## src/rtl/gap_pkg.sv

```systemverilog
// ----------------------------------------------------------------------------
// gap_pkg
// Widths, limits, register indexes and the queue item of the pooling unit.
// ----------------------------------------------------------------------------
package gap_pkg;

  localparam int unsigned SAMPLE_W      = 16;
  localparam int unsigned CH_W          = 10;
  localparam int unsigned POS_W         = 12;
  localparam int unsigned NC_W          = 11;
  localparam int unsigned NP_W          = 13;
  localparam int unsigned RECIP_W       = 17;
  localparam int unsigned SUM_W         = 28;
  localparam int unsigned PROD_W        = SUM_W + RECIP_W + 1;
  localparam int unsigned FRAC_BITS     = 16;
  localparam int unsigned MAX_CHANNELS  = 1024;
  localparam int unsigned MAX_POSITIONS = 4096;
  localparam int unsigned CFG_IDX_W     = 2;
  localparam int unsigned CFG_DATA_W    = 17;

  typedef enum logic [CFG_IDX_W-1:0] {
    CFG_NUM_CHANNELS   = 2'd0,
    CFG_POOL_POSITIONS = 2'd1,
    CFG_RECIPROCAL     = 2'd2
  } cfg_idx_e;

  // One classified sample on its way from the front end to the datapath.
  typedef struct packed {
    logic signed [SAMPLE_W-1:0] sample;
    logic [CH_W-1:0]            channel;
    logic                       first;
    logic                       last_pos;
    logic                       last_ch;
  } item_t;

endpackage

```

## src/rtl/gap_queue.sv

```systemverilog
// ----------------------------------------------------------------------------
// gap_queue
// Short FIFO of tagged beats between the front end and the datapath.
// ----------------------------------------------------------------------------
module gap_queue #(
  parameter int unsigned DEPTH = 4
) (
  input  logic           clk_i,
  input  logic           rst_ni,
  input  logic           push_i,
  input  gap_pkg::item_t push_item_i,
  output logic           full_o,
  input  logic           pop_i,
  output logic           empty_o,
  output gap_pkg::item_t head_o
);

  localparam int unsigned PTR_W = $clog2(DEPTH);
  localparam int unsigned CNT_W = $clog2(DEPTH + 1);

  gap_pkg::item_t   slot_q [DEPTH];
  logic [PTR_W-1:0] wr_ptr_q, rd_ptr_q;
  logic [CNT_W-1:0] count_q;

  assign full_o  = (count_q == CNT_W'(DEPTH));
  assign empty_o = (count_q == '0);
  assign head_o  = slot_q[rd_ptr_q];

  always_ff @(posedge clk_i) begin
    if (push_i) begin
      slot_q[wr_ptr_q] <= push_item_i;
    end
  end

  always_ff @(posedge clk_i or negedge rst_ni) begin
    if (!rst_ni) begin
      wr_ptr_q <= '0;
      rd_ptr_q <= '0;
      count_q  <= '0;
    end else begin
      if (push_i) begin
        wr_ptr_q <= (wr_ptr_q == PTR_W'(DEPTH - 1)) ? '0 : wr_ptr_q + 1'b1;
      end
      if (pop_i) begin
        rd_ptr_q <= (rd_ptr_q == PTR_W'(DEPTH - 1)) ? '0 : rd_ptr_q + 1'b1;
      end
      if (push_i && !pop_i) begin
        count_q <= count_q + 1'b1;
      end else if (pop_i && !push_i) begin
        count_q <= count_q - 1'b1;
      end
    end
  end

endmodule

```

## config.mk

```make
export PLATFORM = sky130hd
export DESIGN_NAME = gap_queue
export DESIGN_NICKNAME = d
export VERILOG_FILES = /design/src/rtl/gap_pkg.sv /design/src/rtl/gap_queue.sv
export SDC_FILE = /design/constraint.sdc
export NUM_CORES = 1
export LEC_CHECK = 0
export ABC_AREA = 1
export BUFFER_PORTS_ARGS = -buffer_cell sky130_fd_sc_hd__buf_2
export CAP_MARGIN = 20
export CORE_ASPECT_RATIO = 2
export CORE_UTILIZATION = 44
export DETAILED_ROUTE_END_ITERATION = 16
export GPL_TIMING_DRIVEN = 0
export PLACE_DENSITY = 0.69
export SLEW_MARGIN = 20
export SYNTH_ARGS = -nofsm -noshare
export SYNTH_HDL_FRONTEND = slang
export SYNTH_SLANG_ARGS = --single-unit
```

## constraint.sdc

```tcl
create_clock -name clk_i -period 1.5 [get_ports clk_i]
set_input_delay 0.15 -clock clk_i [delete_from_list [all_inputs] [get_ports clk_i]]
set_output_delay 0.15 -clock clk_i [all_outputs]
set_load 0.1 [all_outputs]
```

Word level (Yosys, flattened, before mapping). Memories as Yosys holds them, arrays and structs flattened. Index checks and enable logic that the tools add are counted.

Bits in registers: 7. Memories: 1. Output and inout bits: 31. Memory bits (writable): 116. Input bits: 33.

Mux-type cells: 6. Reductions and logical operators: 6. Add/sub/neg operators: 4. Eq/ne operators: 3.

Memories: slot_q (depth 4, width 29, read ports 1, clocked after memory_dff 0, write ports 1, line gap_queue.sv:21) `gap_pkg::item_t slot_q [DEPTH];`.

Operators by type and width (count): $mux W3 (2); $add A2 B1 Y2 const B (2); $eq A2 B2 Y1 const B (2); $mux W2 (2); $add A3 B1 Y3 const B (1); $eq A3 B3 Y1 const B (1); $logic_not A3 Y1 (1); $sub A3 B1 Y3 const B (1); $logic_and A1 B1 Y1 (2); $logic_not A1 Y1 (2); $mux W1 (2); $reduce_bool A2 Y1 (1).

Logic depth before layout (Yosys ltp).
Depth in word-level cells: 4. Depth in mapped cells: 9. Depth with buffers taken out: 9.

Least setup slack after synthesis. Ideal clock, no wire load.

Path kind: register to output. Start point: reg count_q[0]. End point: out empty_o. Arrival time: 2.504 ns. Path buffers: 0. Path slack: -1.154 ns. Stages on the path, launching flop included: 2. Required time: 1.350 ns. Cells stage by stage: dfrtp_1 > nor3_1.

Longest elaborated chain between the ends: 1.

Ends and longest elaborated chain: from (decl) (line gap_queue.sv:23) `logic [CNT_W-1:0] count_q;`; from (signal assigned) (line gap_queue.sv:48) `count_q <= count_q + 1'b1;`; from (signal assigned) (line gap_queue.sv:50) `count_q <= count_q - 1'b1;`; $logic_not A3 Y1 (line gap_queue.sv:26) `assign empty_o = (count_q == '0);`; to (decl) (line gap_queue.sv:14) `output logic empty_o,`.

Every way passes these cells.

==> impl_metrics.env <==
export IMPL_status="finished with violations"
export IMPL_failed_checks="negative setup slack"
export IMPL_netlist_instances=389
export IMPL_grt_overflow_total=0
export IMPL_final_common_cell="edfxtp_1"
export IMPL_core_um2=11400
export IMPL_first_global_vias=3639
export IMPL_numCtsBuffers=17
export IMPL_ys_warn_count=0
export IMPL_cp_required_ns=1.35
export IMPL_place_congestion=0.688
export IMPL_slowest_delay_ns=0.43
export IMPL_finalSetupViolCount=29
export IMPL_synth_nets=429
export IMPL_cts_tree="done"
export IMPL_crit_top_cell="buf_12"
export IMPL_fmax_mhz=550
export IMPL_finalNetCount=560
export IMPL_synth_avg_cell_area_um2=13.2
export IMPL_path_max_fanout=10
export IMPL_root_buffer="clkbuf_16"
export IMPL_fp_dieH_um=155
export IMPL_ys_types=22
export IMPL_num_antenna_cells=0
export IMPL_tightest_slew_ns=0.295
export IMPL_syn_to_final_growth_pct=43.4
export IMPL_period_minus_slack_ns=1.82
export IMPL_netlist_area_um2=5150
export IMPL_die_area_um2=12200
export IMPL_hold_viol_final=0
export IMPL_multi_input_comb_area_um2=1210
export IMPL_synth_seq_cells=123
export IMPL_antenna_found_initial=0
export IMPL_grt_pass1_wl_mm=18.8
export IMPL_cap_violations=0
export IMPL_setup_slack_ns=-0.317
export IMPL_critPathKind="flop to primary output"
export IMPL_worstSetupStartpointType="flop"
export IMPL_path_clk_slew_ns=0.05
export IMPL_drc=0
export IMPL_drt_iter0_markers=241
export IMPL_num_rows=55
export IMPL_ff_latch_area_um2=3660
export IMPL_cts_num_sinks=123
export IMPL_num_vias=3394
export IMPL_cts_buffer_depth=2
export IMPL_worstPathArrival_ns=1.67
export IMPL_seq_area_frac_synth=0.710
export IMPL_firstDrtPassIters=4
export IMPL_route_detailed_wl_per_inst_um=17.6
export IMPL_grt_max_degree=17
export IMPL_rsz0062_at_grt="true"
export IMPL_clkLatencyLatePin_ns=0.42
export IMPL_finalCritPeriodShare=1.21
export IMPL_chipWidth_um=78.5
export IMPL_initial_utilization=0.454
export IMPL_fin_worst_skew_ns=0.00568
export IMPL_final_layout_size_suffix_gt1_frac=0.380
export IMPL_cts_max_level=4
export IMPL_slew_limit_headroom=0.802
export IMPL_end_kind="primary output"
export IMPL_final_cell_mix="edfxtp_1, nand2_1, inv_1"
export IMPL_fillerInstances=807
export IMPL_whs_ns=0.0486
export IMPL_worstHoldPathType="input port to flop"
export IMPL_slowest_stage="dfrtp_2"
export IMPL_viasPerCell=5.04
export IMPL_final_antenna_net_count=0
export IMPL_crit_chain="inv_2 -> buf_12 -> buf_12 -> o211ai_2 -> nand2_2 -> buf_12"
export IMPL_port_buffers=63
export IMPL_routed_wl_mm=11.9
export IMPL_report_final_slew_viol_count=0
export IMPL_boundaryPins=64
export IMPL_hpwlAfterDp_mm=6.74
export IMPL_grt_total_usage=0.215
==> cell usage after synthesis <==
| master | n | share of area |
|---|---|---|
| edfxtp_1 | 116 | 0.68 |
| nand2_1 | 101 | 0.074 |
| inv_1 | 69 | 0.050 |
| o211ai_1 | 29 | 0.042 |
| o211ai_2 | 29 | 0.070 |
| buf_2 | 11 | 0.011 |
| dfrtp_1 | 7 | 0.034 |
| ha_1 | 6 | 0.015 |
| buf_6 | 4 | 0.0087 |
| inv_2 | 2 | 0.0015 |
| nor3_1 | 2 | 0.0019 |
| o21ai_0 | 2 | 0.0019 |
| o21ai_1 | 2 | 0.0019 |
| a21oi_1 | 1 | 0.00097 |
| buf_1 | 1 | 0.00073 |
| buf_4 | 1 | 0.0015 |
| clkbuf_1 | 1 | 0.00073 |
| fa_1 | 1 | 0.0039 |
| nand3_1 | 1 | 0.00097 |
| nand4_1 | 1 | 0.0012 |
| nor2_1 | 1 | 0.00073 |
| xnor2_1 | 1 | 0.0017 |
==> per-layer routing <==
layer | GRT usage | share of wire | vias up
li1 | - | - | 1608
met1 | 0.223 | 0.36 | 1665
met2 | 0.397 | 0.58 | 106
met3 | 0.0522 | 0.041 | 15
met4 | 0.101 | 0.018 | 0
met5 | 0 | 0 | -
==> through the flow <==
step | utilization | cells | worst slack [ns] | setup TNS [ns] | instance area [um^2]
global placement | 0.506 | 594 | -0.374 | -47.22 | 5740
CTS | 0.649 | 675 | -0.349 | -9.31 | 7360
global route | 0.651 | 674 | -0.393 | -10.58 | 7390
finish | 0.651 | 674 | -0.317 | -8.28 | 7390
floorplan | - | 389 | -0.320 | -0.639 | 5250
detailed placement | 0.506 | 594 | -0.415 | -53.70 | 5740
==> area by class of cell <==
class,instances,area share
sequential,123,0.496
timing repair inverter,5,0.00508
multi-input combinational,177,0.164
buffer,18,0.0273
clock buffer,18,0.0581
tap,142,0.0240
timing repair buffer,107,0.168
clock inverter,13,0.0207
inverter,71,0.0381
==> registers in the layout, indices dropped and copies added (netlist names) <==
name and flops:
slot_q 116, wr_ptr_q 2, count_q 3, rd_ptr_q 2
==> final timing paths <==
check | startpoint | slack [ns] | cells past startpoint | to
max | rd_ptr_q[0] | -0.32 | 6 | head_o[0]
min | push_i | 0.05 | 2 | wr_ptr_q[0]
max reg2reg | wr_ptr_q[1] | 0.07 | 5 | slot_q[1][11]
min reg2reg | wr_ptr_q[0] | 0.52 | 1 | wr_ptr_q[0]
max in group asynchronous | rst_ni | 1.20 | 2 | count_q[0]
min in group asynchronous | rst_ni | 0.11 | 2 | count_q[2]
==> critical path, delay by kind of cell, from the launching register on <==
family / cells / cell delay [ns]
AO/OA/AOI/OAI: 1 / 0.09
flip-flops: 1 / 0.43
buffers and inverters: 4 / 0.60
AND/OR/NAND/NOR: 1 / 0.12
==> cell families after synthesis <==
| logic type | Yosys count | share of synthesized area |
|---|---|---|
| fa+ha+maj | 7 | 0.0185 |
| buf+inv | 89 | 0.0740 |
| flops | 123 | 0.710 |
| xor+xnor | 1 | 0.00170 |
| simple gates | 106 | 0.0784 |
| compound gates | 63 | 0.118 |
==> timing repair <==
item                                   4_1_cts  5_1_grt
resized for setup                          149       12
endpoints found under the hold margin      125        0
hold buffers                                31        0
buffers inserted                            14        0
pin swaps                                    2        2
setup endpoints to repair                  147       54
gates cloned                                 5        0
Power is left out: the tool's default activity adds up to more than one toggle a clock period on the data nets, which glitch-free logic cannot reach.
