==> config.mk <==
export PLATFORM = sky130hd
export DESIGN_NAME = gap_front
export DESIGN_NICKNAME = d
export VERILOG_FILES = /design/src/rtl/gap_pkg.sv /design/src/rtl/gap_front.sv
export SDC_FILE = /design/constraint.sdc
export NUM_CORES = 1
export LEC_CHECK = 0
export BUFFER_PORTS_ARGS = -buffer_cell sky130_fd_sc_hd__buf_2
export CAP_MARGIN = 10
export CELL_PAD_IN_SITES_DETAIL_PLACEMENT = 2
export CELL_PAD_IN_SITES_GLOBAL_PLACEMENT = 2
export CORE_UTILIZATION = 32
export CTS_CLUSTER_DIAMETER = 50
export DETAILED_ROUTE_END_ITERATION = 12
export PLACE_DENSITY_LB_ADDON = 0.1
export SYNTH_ARGS = -nofsm -noshare
export SYNTH_HDL_FRONTEND = slang
export SYNTH_SLANG_ARGS = --single-unit
==> constraint.sdc <==
create_clock -name clk_i -period 8.3 [get_ports clk_i]
set_clock_uncertainty 0.15 [all_clocks]
set_input_delay 0.83 -clock clk_i [delete_from_list [all_inputs] [get_ports clk_i]]
set_output_delay 0.83 -clock clk_i [all_outputs]
set_load 0.02 [all_outputs]
==> src/rtl/gap_pkg.sv <==
// ----------------------------------------------------------------------------
// gap_pkg
// Widths, limits, register indexes and the queue item of the pooling unit.
// ----------------------------------------------------------------------------
package gap_pkg;

  localparam int unsigned SAMPLE_W      = 16;
  localparam int unsigned CH_W          = 10;
  localparam int unsigned POS_W         = 12;
  localparam int unsigned NC_W          = 11;
  localparam int unsigned NP_W          = 13;
  localparam int unsigned RECIP_W       = 17;
  localparam int unsigned SUM_W         = 28;
  localparam int unsigned PROD_W        = SUM_W + RECIP_W + 1;
  localparam int unsigned FRAC_BITS     = 16;
  localparam int unsigned MAX_CHANNELS  = 1024;
  localparam int unsigned MAX_POSITIONS = 4096;
  localparam int unsigned CFG_IDX_W     = 2;
  localparam int unsigned CFG_DATA_W    = 17;

  typedef enum logic [CFG_IDX_W-1:0] {
    CFG_NUM_CHANNELS   = 2'd0,
    CFG_POOL_POSITIONS = 2'd1,
    CFG_RECIPROCAL     = 2'd2
  } cfg_idx_e;

  // One classified sample on its way from the front end to the datapath.
  typedef struct packed {
    logic signed [SAMPLE_W-1:0] sample;
    logic [CH_W-1:0]            channel;
    logic                       first;
    logic                       last_pos;
    logic                       last_ch;
  } item_t;

endpackage

==> src/rtl/gap_front.sv <==
// ----------------------------------------------------------------------------
// gap_front
// Accepts samples, tracks channel and position, tags each beat for the back.
// ----------------------------------------------------------------------------
module gap_front (
  input  logic                                  clk_i,
  input  logic                                  rst_ni,
  input  logic                                  in_valid_i,
  output logic                                  in_ready_o,
  input  logic signed [gap_pkg::SAMPLE_W-1:0]   sample_i,
  input  logic [gap_pkg::NC_W-1:0]              num_channels_i,
  input  logic [gap_pkg::NP_W-1:0]              pool_positions_i,
  input  logic                                  q_full_i,
  output logic                                  push_o,
  output gap_pkg::item_t                        item_o
);

  logic [gap_pkg::CH_W-1:0]  chan_q, chan_d;
  logic [gap_pkg::POS_W-1:0] pos_q, pos_d;
  logic [gap_pkg::NC_W-1:0]  nc_eff;
  logic [gap_pkg::NP_W-1:0]  np_eff;
  logic [gap_pkg::CH_W-1:0]  chan;
  logic [gap_pkg::POS_W-1:0] np_last;
  logic                      last_ch;
  logic                      last_pos;

  assign in_ready_o = !q_full_i;
  assign push_o     = in_valid_i && in_ready_o;

  always_comb begin
    // Clamp the counts to their legal range.
    if (num_channels_i == '0) begin
      nc_eff = gap_pkg::NC_W'(1);
    end else if (num_channels_i > gap_pkg::NC_W'(gap_pkg::MAX_CHANNELS)) begin
      nc_eff = gap_pkg::NC_W'(gap_pkg::MAX_CHANNELS);
    end else begin
      nc_eff = num_channels_i;
    end
    if (pool_positions_i == '0) begin
      np_eff = gap_pkg::NP_W'(1);
    end else if (pool_positions_i > gap_pkg::NP_W'(gap_pkg::MAX_POSITIONS)) begin
      np_eff = gap_pkg::NP_W'(gap_pkg::MAX_POSITIONS);
    end else begin
      np_eff = pool_positions_i;
    end

    // A channel counter left beyond a shrunk limit sits on the last channel.
    if ({1'b0, chan_q} >= nc_eff) begin
      chan = gap_pkg::CH_W'(nc_eff - 1'b1);
    end else begin
      chan = chan_q;
    end
    np_last  = gap_pkg::POS_W'(np_eff - 1'b1);
    last_ch  = ({1'b0, chan} + 1'b1) >= nc_eff;
    last_pos = ({1'b0, pos_q} + 1'b1) >= np_eff;

    if (last_ch) begin
      chan_d = '0;
      pos_d  = last_pos ? '0 : pos_q + 1'b1;
    end else begin
      chan_d = chan + 1'b1;
      pos_d  = last_pos ? np_last : pos_q;
    end

    item_o.sample   = sample_i;
    item_o.channel  = chan;
    item_o.first    = (pos_q == '0);
    item_o.last_pos = last_pos;
    item_o.last_ch  = last_ch;
  end

  always_ff @(posedge clk_i or negedge rst_ni) begin
    if (!rst_ni) begin
      chan_q <= '0;
      pos_q  <= '0;
    end else if (push_o) begin
      chan_q <= chan_d;
      pos_q  <= pos_d;
    end
  end

endmodule

* Word-level counts from Yosys, hierarchy flattened
Cells that the tools add are included.
Word-level totals: register bits after elaboration 22, input port bits 44, output and inout bits 31, logic and storage cells 29
Operators by class: add/subtract/negate cells 6, magnitude comparators 5, multiplexer cells 9, reduce and logical (&&, ||, !) cells 7
Operators with widths (count):
- $mux W12 | 3
- $mux W13 | 2
- $mux W11 | 2
- $mux W10 | 2
- $add A12 B1 Y13 const B | 1
- $ge A13 B13 Y1 | 1
- $gt A13 B13 Y1 const B | 1
- $logic_not A13 Y1 | 1
- $add A12 B1 Y12 const B | 1
- $logic_not A12 Y1 | 1
- $sub A12 B1 Y12 const B | 1
- $add A10 B1 Y11 const B | 1
- $ge A10 B11 Y1 | 1
- $ge A11 B11 Y1 | 1
- $gt A11 B11 Y1 const B | 1
- $logic_not A11 Y1 | 1
- $add A10 B1 Y10 const B | 1
- $sub A10 B1 Y10 const B | 1
- $reduce_and A2 Y1 | 1
- $reduce_bool A2 Y1 | 1
- $logic_and A1 B1 Y1 | 1
- $logic_not A1 Y1 | 1

* Depth between registers and ports, before layout
word-level depth 9, depth in mapped cells 28, mapped depth without buffers 25

* Worst setup path before layout
Ideal clock, no wire load.
path type input-to-output, start in num_channels_i[6] in the netlist's numbering, end out item_o[0] in the netlist's numbering, arrival time 5.593 ns, required time 7.320 ns, slack 1.727 ns, stages on the path 26, path buffers 4, cells stage by stage clkbuf_1 > or4_1 > nor2_1 > a21oi_1 > nor2_1 > ha_1 > nand2b_1 > a211oi_1 > o311a_1 > o22ai_2 > buf_4 > buf_1 > nor2_1 > a21oi_1 > ha_1 > inv_1 > nor4b_2 > or3_1 > and2_2 > ha_1 > a21oi_1 > o21ai_0 > a21oi_1 > o31a_1 > inv_1 > buf_4
RTL lines:
- from (decl) | RTL line gap_front.sv:11 | input logic [gap_pkg::NC_W-1:0] num_channels_i,
- to (decl) | RTL line gap_front.sv:15 | output gap_pkg::item_t item_o

==> impl_results.md <==
* Outcome: complete, no violations
* Crit path to: item_o[0]
* Flop pwr share at 20.6%
* Iteration-0 DRC Markers at 118
* Crit path max-delay cell type: nor4_1
* Later-pin clock latency in the skew report at 0.27 ns
* Crit path max fanout at 19
* Int Pwr at 0.496 mW
* Sequential-to-total area share from yosys stat at 16.5%
* Clock Root Buffer: clkbuf_8
* GR Util All Layers at 22.9%
* Final TNS setup at 0 ns
* Routed Wire Length at 12.2 mm
* Share of layout cells above drive strength 1 at 15.7%
* ANT nets after route at 0
* Crit-path most repeated cell: a21oi_1
* Slew @ Worst Pin at 1.12 ns
* Final critical-path share of the clock period at 90.1%
* CTS Buf Count at 3
* R2R cell count at 20
* DRT Pass-1 Iters at 4
* P_sw at 0.586 mW
* Drt drc at 0
* Combinational power share at 72.0%
* Synth Area per Inst at 7.69 um2
* Fin Hold WS at 0.393 ns
* Wirelength per Cell at 21.1 um
* Chip width at 104 um
* WP data required at 7.32 ns
* Starting Density at 33.5%
* Critical path class: primary input to primary output
* Cell Area, Synth at 3340 um2
* Top-area cell type share of the netlist area at 16.5%
* Largest net degree at the start of global routing at 23
* Die footprint at 10800 um2
* Yosys cell types at 61
* Max-capacitance violation count at 0
* Clock Sinks at 22
* Die Ht at 104 um
* P per Cell Area at 304 nW/um2
* Synth Register Bits at 22
* CP max stage delay at 0.82 ns
* Ant. Diodes at 0
* Worst Path Arrival at 6.50 ns
* Synth area leaders: dfrtp_1 16%, ha_1 15%, nand2_1 6.5%, buf_4 4.3%, a21oi_1 3.7%
* # H-tree levels at 1
* P&R area growth vs syn at 6.67%
* Count of final setup violators at 0
* Row count at 36
* Core Region at 9950 um2
* # IOs at 75
* Dpl hpwl at 10.0 mm
* Filler cells at 1208
* Clk pin slew, worst setup/hold paths at 0.09 ns
* Slew HR at 24.6%
* Worst setup path start: num_channels_i[2]
* Reg-to-reg slack, setup at 2.48 ns
* Vias in the first global route at 3525
* Hold WC Path Type: primary input to asynchronous set/reset pin
* Vias/cell at 5.83
* Final hold violation count at 0
* Async set-or-reset flop fraction in the synthesized netlist at 100%
* Crit. End Element: primary output
* Ys flop type: dfrtp_1
* Synthesized Nets at 517
* Clock power share at 7.4%
* R2R Path Start: chan_q[6]
* Post-cts sizing count at 0
* CTS Hold Bufs at 0
* CP Launch Type: primary input
* Switching share of total power at 54.2%
* Initial antenna violation count at 0
* Max Transition Viols Final at 0
* CTS Buffer Depth at 2
* Synth Warn # at 0
* Global route overflow at 0
* Yosys top cell by area: dfrtp_1
* RSZ-0062 raised after global routing: no
* Leakage at 1.52 nW
* # nets final at 531
* Crit-path cells: buf_2 > nor4_1 > a21oi_1 > nor2_1 > ha_1 > nand2b_1 > a211oi_1 > o311a_1 > o22ai_2 > buf_4 > a21oi_1 > ha_1 > inv_1 > nor4b_2 > or3_1 > and2_2 > ha_1 > a21oi_1 > o21ai_0 > a21oi_1 > o31a_1 > inv_1 > buf_2
* Global-route wire length before repair at 19.7 mm
* Post-synth EDFFs at 0
* CTS tree: yes
* Fin crit period at 7.48 ns
* Max VDD drop at 124 uV
* Cells after Synth at 434
* Reg2Reg Capture Point: chan_q[6]
* Via count at 3384
* Port buffer count at 42
* Post-CTS setup buffer count at 0
* Final GP Congestion at 0.806
* Fmax at 0.134 GHz
-- cell type report --
cell class              count  area (um2)  area share, %
multi-input cells         356        2480           69.8
flip-flops and latches     22         551           15.5
repair buffers             44         225           6.33
well taps                 133         166           4.67
inverters                  21        78.8           2.21
clock buffers               4        55.1           1.55
-- per-layer routing --
layer / part of all wire (%) / wire length, um / vias up / GRT usage [%]
met5: 0 / 0 / - / 0
met2: 44 / 5400 / 70 / 36.0
met3: 5.8 / 705 / 6 / 3.57
li1: - / - / 1610 / -
met1: 50 / 6120 / 1698 / 34.0
met4: 0.20 / 25 / 0 / 1.84
-- worst max-delay path, delay by kind of cell --
family,cells,cell delay (ns)
AOI/OAI and AO/OA,9,1.94
and+or+nand+nor,6,1.96
buffers and inverters,5,0.92
adders and majority gates,3,0.83
-- cell families (layout without fill, tap and decap cells) --
group	Yosys count	count (layout)	synth area share, %
xor gates and xnor gates	24	24	6.30
AOI/OAI and AO/OA	106	106	22.2
DFF	22	22	16.5
and+or+nand+nor	169	169	25.3
adders and majority gates	39	39	14.6
muxes	18	18	6.04
buffers and inverters	56	69	9.07
-- through the flow --
stage	total power [mW]	cell area [um2]	setup WS, ns	std cells	util (%)
after detailed placement	1.00	3500	0.913	576	35.2
after global routing	1.18	3560	0.341	580	35.8
after CTS	1.09	3560	0.893	580	35.8
after floorplan	0.766	3340	1.73	434	-
final	1.08	3560	0.824	580	35.8
after global placement	0.963	3500	1.16	576	35.2
-- Yosys cell counts, drive strengths merged (2+ instances only) --
cell / count
clkbuf: 11
or4: 4
buf: 23
o21a: 3
o22ai: 3
o21ai: 23
nor4b: 4
xor2: 10
or2: 4
and3: 7
dfrtp: 22
nor3: 9
xnor2: 14
ha: 39
and2: 5
mux2i: 11
a221o: 7
o311ai: 2
nand2: 58
o211ai: 4
o31ai: 3
nor2: 25
mux2: 7
a211oi: 4
a21o: 5
nand4: 7
o221ai: 5
a21oi: 25
or3: 5
a22o: 7
o21bai: 4
nand3: 25
nor4: 9
nand2b: 3
o2111ai: 3
nor2b: 3
inv: 20
-- flip-flops by register name, summed over array words and instances, names as in the netlist --
| name | count |
|---|---|
| pos_q | 12 |
| chan_q | 10 |
-- worst min-delay path by stage --
stage	to	from	slack (ns)	cells after the start
finish	pos_q[6]	rst_ni	0.39	1
global route	pos_q[0]	rst_ni	0.42	1
global placement	pos_q[1]	pos_q[1]	0.38	2
CTS	pos_q[6]	rst_ni	0.40	1
detailed placement	pos_q[1]	pos_q[1]	0.40	2
floorplan	chan_q[9]	chan_q[9]	0.33	2
-- power groups by stage --
stage / clock (mW) / combinational (mW) / sequential, mW
4_1_cts: 0.0826 / 0.783 / 0.223
2_1_floorplan: 0 / 0.575 / 0.192
3_5_place_dp: 0 / 0.776 / 0.225
3_3_place_gp: 0 / 0.741 / 0.222
6_report: 0.0798 / 0.780 / 0.223
5_1_grt: 0.0855 / 0.867 / 0.230
-- layout by cell type, fill, tap and decap left out, drive strengths merged, types with 5 or more instances in the layout --
cell,count
a21o,5
a21oi,25
a221o,7
a22o,7
and2,5
and3,7
buf,44
dfrtp,22
ha,39
inv,20
mux2,7
mux2i,11
nand2,58
nand3,25
nand4,7
nor2,25
nor3,9
nor4,9
o21ai,23
o221ai,5
or3,5
xnor2,14
xor2,10
Note: power is estimated with default switching activity, not from simulation.
